[src/hdl/hnf_pkg.sv]
`timescale 1ns / 1ps

package hnf_pkg;

    // Field and register widths
    localparam int K_W        = 32;
    localparam int SC_W       = 31;
    localparam int AREA_W     = 24;
    localparam int SLOPE_W    = 32;
    localparam int HEIGHT_W   = 32;
    localparam int DIST_W     = 32;
    localparam int FLUX_W     = 63;
    localparam int CFG_DATA_W = 32;
    localparam int CFG_IDX_W  = 2;

    // Divider geometry: dividend is pre-shifted by 24, quotient saturates at 63 bits
    localparam int DSR_W   = 62;
    localparam int Q_W     = FLUX_W;
    localparam int NUM_W   = 101;
    localparam int NTOP_W  = NUM_W - Q_W;

    // Tangent line, folded: T = 198010000*S - 194059800*Sc
    localparam int TAN_S_COEF  = 198010000;
    localparam int TAN_SC_COEF = 194059800;
    localparam int TAN_DENOM   = 39601;
    localparam int BAND_FACTOR = 200000000;

    localparam logic [FLUX_W-1:0] FLUX_MAX = '1;

    localparam logic [K_W-1:0]    K_RESET    = 32'd298309;
    localparam logic [SC_W-1:0]   SC_RESET   = 31'd9686330;
    localparam logic [AREA_W-1:0] AREA_RESET = 24'd1;

    typedef enum logic [CFG_IDX_W-1:0] {
        REG_DIFFUSIVITY    = 2'd0,
        REG_CRITICAL_SLOPE = 2'd1,
        REG_CELL_AREA      = 2'd2
    } cfg_reg_t;

    // One item in flight through the divider: partial remainder, the dividend
    // bits not yet consumed (quotient bits shift in from the bottom), divisor
    typedef struct packed {
        logic [DSR_W-1:0] rem;
        logic [Q_W-1:0]   bits;
        logic [DSR_W-1:0] dsr;
        logic             sat;
    } div_item_t;

endpackage

[src/hdl/hnf_scale.sv]
`timescale 1ns / 1ps

module hnf_scale (
    input  logic                        clk,
    input  logic                        rst_n,
    input  logic                        en,
    input  logic                        in_valid,
    input  hnf_pkg::div_item_t          in_item,
    input  logic [hnf_pkg::AREA_W-1:0]  cell_area,
    output logic                        out_valid,
    output logic [hnf_pkg::FLUX_W-1:0]  out_flux
);
    import hnf_pkg::*;

    logic [FLUX_W-1:0] f;

    assign f = in_item.sat ? FLUX_MAX : in_item.bits;

    // Split the 63x24 area product into two halves
    logic        m1_valid_reg;
    logic [55:0] m1_lo_reg;
    logic [54:0] m1_hi_reg;

    always_ff @(posedge clk or negedge rst_n)
    begin
        if (!rst_n)
            m1_valid_reg <= 1'b0;
        else if (en)
            m1_valid_reg <= in_valid;
    end

    always_ff @(posedge clk)
    begin
        if (en)
        begin
            m1_lo_reg <= 56'(f[31:0]) * 56'(cell_area);
            m1_hi_reg <= 55'(f[62:32]) * 55'(cell_area);
        end
    end

    logic [86:0] prod;

    assign prod = 87'(m1_lo_reg) + (87'(m1_hi_reg) << 32);

    logic              m2_valid_reg;
    logic [FLUX_W-1:0] m2_flux_reg;

    always_ff @(posedge clk or negedge rst_n)
    begin
        if (!rst_n)
            m2_valid_reg <= 1'b0;
        else if (en)
            m2_valid_reg <= m1_valid_reg;
    end

    always_ff @(posedge clk)
    begin
        if (en)
            m2_flux_reg <= (|prod[86:63]) ? FLUX_MAX : prod[62:0];
    end

    assign out_valid = m2_valid_reg;
    assign out_flux  = m2_flux_reg;

endmodule

[config.mk]
export PLATFORM = sky130hd
export DESIGN_NAME = hnf_scale
export DESIGN_NICKNAME = d
export VERILOG_FILES = /design/src/hdl/hnf_pkg.sv /design/src/hdl/hnf_scale.sv
export SDC_FILE = /design/constraint.sdc
export NUM_CORES = 2
export LEC_CHECK = 0
export BUFFER_PORTS_ARGS = -buffer_cell sky130_fd_sc_hd__buf_4
export CAP_MARGIN = 30
export CORE_UTILIZATION = 35
export DETAILED_ROUTE_END_ITERATION = 10
export SLEW_MARGIN = 20
export SYNTH_ARGS = -nofsm -noshare
export SYNTH_HDL_FRONTEND = slang
export SYNTH_SLANG_ARGS = --single-unit
[constraint.sdc]
create_clock -name clk -period 10.7 [get_ports clk]
set_input_delay 2.14 -clock clk [delete_from_list [all_inputs] [get_ports clk]]
set_output_delay 2.14 -clock clk [all_outputs]
set_load 0.02 [all_outputs]
# ---- Word level (Yosys, flattened, before mapping)
# Index checks and enable logic that the tools add are counted.
dict set report op_classes {
  add_sub_neg 1
  mul 2
  muxes 1
  reduce_logical 1
}
# op n
set ops {}
lappend ops {{adder 56 x 87 -> 87 bit} 1}
lappend ops {{two-way mux 63 bit} 1}
lappend ops {{multiplier 32 x 24 -> 56 bit} 1}
lappend ops {{multiplier 31 x 24 -> 55 bit} 1}
lappend ops {{OR reduction 24 bit} 1}
dict set report word_totals {
  ff_bits 176
  in_bits 216
  wordCells 10
}

# ---- Depth between registers and ports, before layout
dict set report depth {
  depth_word 2
  depth_mapped 30
}

# ---- Worst setup path after synthesis
# Ideal clock, no wire load.
dict set report synth_path {
  kind {input-to-reg}
  start {input in_item[0] (netlist name)}
  end {register m1_hi_reg[52] (data pin)}
  arrival_time_ns 9.202
  required_ns 10.428
  path_slack_ns 1.227
  stages 28
  n_path_buf 3
  path_cell_list {clkbuf_1 > or2_0 > clkbuf_1 > and2_1 > fa_1 > fa_1 > inv_1 > fa_1 > fa_1 > inv_1 > fa_1 > fa_1 > inv_1 > fa_1 > inv_1 > ha_1 > clkbuf_1 > a21oi_1 > o21ai_0 > a211oi_1 > o21ai_0 > a211o_1 > a31oi_1 > o31a_1 > a21oi_1 > a211oi_1 > mux2i_1 > o2111ai_1}
}
dict set report synth_via {
  elab_chain_cells 2
}
# item line
set synth_lines {}
lappend synth_lines {{start, declared} hnf_scale.sv:8} ;# input hnf_pkg::div_item_t in_item,
lappend synth_lines {{two-way mux 63 bit} hnf_scale.sv:17} ;# assign f = in_item.sat ? FLUX_MAX : in_item.bits;
lappend synth_lines {{multiplier 31 x 24 -> 55 bit} hnf_scale.sv:37} ;# m1_hi_reg <= 55'(f[62:32]) * 55'(cell_area);
lappend synth_lines {{end signal, assigned} hnf_scale.sv:37}
lappend synth_lines {{end, declared} hnf_scale.sv:22} ;# logic [54:0] m1_hi_reg;
# Every way passes these cells.
# A chain may end at the register's enable or synchronous reset.

# ---- Worst setup path after layout
dict set report layout_path {
  start {input in_item[0] (netlist name)}
  end {register m1_lo_reg[55] (data pin)}
}
dict set report layout_via {
  elab_chain_cells 2
}
# item line
set layout_lines {}
lappend layout_lines {{two-way mux 63 bit} hnf_scale.sv:17}
lappend layout_lines {{multiplier 32 x 24 -> 56 bit} hnf_scale.sv:36} ;# m1_lo_reg <= 56'(f[31:0]) * 56'(cell_area);
lappend layout_lines {{end signal, assigned} hnf_scale.sv:36}
lappend layout_lines {{end, declared} hnf_scale.sv:21} ;# logic [55:0] m1_lo_reg;
# Every way passes these cells.

==> impl_metrics.env <==
export IMPL_end_kind="flip-flop"
export IMPL_cts_tree="done"
export IMPL_dp_slack_ns=0.150
export IMPL_cts_resized=0
export IMPL_r2r_cells=12
export IMPL_tightest_slew_ns=0.967
export IMPL_required_ns=10.96
export IMPL_place_gp_congestion=0.913
export IMPL_ys_seq_area_frac=0.0924
export IMPL_min_path_type="reg -> reg"
export IMPL_grt_total_usage=0.194
export IMPL_die_y_um=406
export IMPL_nNetsFinal=8161
export IMPL_root_buffer="clkbuf_16"
export IMPL_syn_mean_instance_area_um2=9.17
export IMPL_status="finished, final reports clean"
export IMPL_path_class="in -> reg"
export IMPL_row_count=147
export IMPL_grt_pass1_vias=45100
export IMPL_slowest_stage="fa_1"
export IMPL_drtIter0Drc=2198
export IMPL_clockBufferDepth=2
export IMPL_fin_crit_ns=10.18
export IMPL_h_tree_depth=4
export IMPL_fp_dieArea_mm2=0.165
export IMPL_initial_core_util=0.354
export IMPL_ys_ff_latch=176
export IMPL_cpPeakStageDelay_ns=0.59
export IMPL_clk_latency_ns=0.52
export IMPL_yosysTopAreaCellShare=0.454
export IMPL_relSlewSlack=0.356
export IMPL_grt_overflow=0
export IMPL_r2r_end="out_flux[34]"
export IMPL_vias=41100
export IMPL_multiInputGateArea_mm2=0.0451
export IMPL_r2r_start="m1_hi_reg[36]"
export IMPL_cts_made_buffers=17
export IMPL_setup_ws_ns=0.523
export IMPL_drcViolationCount=0
export IMPL_clk_pin_slew_ns=0.08
export IMPL_wire_per_inst_um=18.1
export IMPL_synth_async_reset_ratio=0.0114
export IMPL_hold_buffers=0
export IMPL_ant_nets=0
export IMPL_synth_edf_count=174
export IMPL_setup_violations=0
export IMPL_synth_cell_types=78
export IMPL_maxCapViolations=0
export IMPL_core_area_mm2=0.161
export IMPL_largest_register_ffs=63
export IMPL_regArea_mm2=0.00528
export IMPL_drive_gt1_frac=0.0650
export IMPL_hpwl_um=123000
export IMPL_holdCritStartpoint="m1_lo_reg[23]"
export IMPL_cts_setup_buffers=0
export IMPL_cp_arrival_ns=10.44
export IMPL_crit_buf_inv=5
export IMPL_io_pins=280
export IMPL_fillers=16300
export IMPL_clock_sinks=176
export IMPL_yosys_warnings=0
export IMPL_syn_cell_area_mm2=0.0571
export IMPL_dr_pass1_iters=6
export IMPL_cpMostUsedCell="fa_1"
export IMPL_avgViaCountPerCell=4.87
export IMPL_drv_slew=0
export IMPL_rsz0062_at_grt="no"
export IMPL_grt_pass1_wl_um=249000
export IMPL_grt_max_degree=69
export IMPL_skew_ns=0.0271
export IMPL_area_delta_synth_final_pct=8.81
export IMPL_synth_area_leaders="fa_1 45%, inv_1 9.6%, edfxtp_1 9.2%, and2_1 8.6%, ha_1 8.5%"
export IMPL_syn_num_nets=8122
export IMPL_tns_ns=0
export IMPL_syn_inst=6224
export IMPL_period_share=0.951
export IMPL_hold_violations=0
export IMPL_worst_setup_path_start_kind="input port"
export IMPL_whs_path_depth=1
export IMPL_critPathTopFamily="adder cells"
export IMPL_r2r_setup_slack_ns=5.54
export IMPL_clock_fmax_mhz=98.3
export IMPL_numPortBuffers=155
export IMPL_synth_flop_cell="edfxtp_1"
export IMPL_drt_wl_total_um=153000
export IMPL_synth_top_area_cell="fa_1"
export IMPL_antenna_found_initial=4
export IMPL_cp_max_fo=42
export IMPL_min_to="out_flux[23]"
export IMPL_die_w_um=406
## synthesized netlist by cell type (4+ instances only)
cell and number:
nor2_1 60, ha_1 387, fa_1 1295, a211o_1 7, and3_1 24, nand4_1 33, or2_0 10, a21oi_1 141
nor3_1 31, nand2_1 858, or2_1 50, buf_1 17, and2_1 788, o21bai_1 18, o21a_1 11, or3_1 6
mux2i_1 9, edfxtp_1 174, xor2_1 45, nor4_1 8, clkbuf_1 301, o22ai_1 4, o211ai_1 10, o31ai_1 8
nor2b_1 19, a311oi_1 5, o21ai_0 69, xnor2_1 86, a31oi_1 12, o2111ai_1 7, and4_1 5, nand2b_1 53
a211oi_1 14, inv_1 1453, buf_2 8, a21o_1 69, or2_2 10, nand3_1 45
## cell type report
| class | instances | share of cell area |
|---|---|---|
| diodes | 4 | 0.000161 |
| repair buffers | 349 | 0.0469 |
| clock buffers | 17 | 0.00685 |
| well taps | 2160 | 0.0435 |
| multi-input cells | 4266 | 0.726 |
| flip-flops and latches | 176 | 0.0849 |
| clock inverters | 15 | 0.00397 |
| inverters | 1453 | 0.0878 |
## stage by stage
| step | std cells | util | instance area, µm² | hold WS [ns] |
|---|---|---|---|---|
| floorplan | 6224 | - | 57100 | 0.475 |
| global placement | 8404 | 0.381 | 61400 | 0.480 |
| detailed placement | 8404 | 0.381 | 61400 | 0.484 |
| CTS | 8436 | 0.385 | 62100 | 0.493 |
| global route | 8438 | 0.385 | 62100 | 0.514 |
| finish | 8440 | 0.385 | 62100 | 0.491 |
## cell usage in the layout, fill, tap and decap left out, types with 8 or more instances in the layout
cell type | Yosys | final
and3_1 | 24 | 24
clkbuf_16 | 0 | 17
nor2b_1 | 19 | 19
mux2i_1 | 9 | 9
and2_1 | 788 | 788
o21bai_1 | 18 | 18
buf_4 | 0 | 325
buf_12 | 0 | 23
nand4_1 | 33 | 33
edfxtp_1 | 174 | 174
nand2b_1 | 53 | 53
o21a_1 | 11 | 11
o211ai_1 | 10 | 10
or2_2 | 10 | 10
nor3_1 | 31 | 31
ha_1 | 387 | 387
o21ai_0 | 69 | 69
nor2_1 | 60 | 60
fa_1 | 1295 | 1295
nor4_1 | 8 | 8
nand2_1 | 858 | 858
a31oi_1 | 12 | 12
o31ai_1 | 8 | 8
a211oi_1 | 14 | 14
xnor2_1 | 86 | 86
a21o_1 | 69 | 69
or2_0 | 10 | 10
inv_1 | 1453 | 1453
a21oi_1 | 141 | 141
or2_1 | 50 | 50
nand3_1 | 45 | 45
xor2_1 | 45 | 45
## per-layer routing
| metal | up-vias | global-route usage | share of wire |
|---|---|---|---|
| met2 | 1102 | 0.333 | 0.49 |
| met1 | 21400 | 0.258 | 0.44 |
| met4 | 2 | 0.0410 | 0.018 |
| met3 | 172 | 0.0273 | 0.055 |
| li1 | 18400 | - | - |
| met5 | - | 0.00357 | 0.00052 |
## cell families after synthesis
group / share of synthesized area
AOI/OAI and AO/OA: 0.0488
xor gates and xnor gates: 0.0201
adders and majority gates: 0.539
buffers and inverters: 0.118
DFF: 0.0924
muxes: 0.00197
and+or+nand+nor: 0.180
## worst max-delay path by stage
stage,from,end,depth (start not counted)
2_1_floorplan,in_item[0],m1_hi_reg[52],28
3_3_place_gp,in_item[0],m1_lo_reg[55],28
3_5_place_dp,in_item[0],m1_lo_reg[55],26
4_1_cts,in_item[0],m1_lo_reg[55],28
5_1_grt,in_item[0],m1_lo_reg[55],28
6_report,in_item[0],m1_lo_reg[55],26
Power is not shown: default switching activity piles up to over one toggle a cycle in this logic, so the estimate is an artifact.
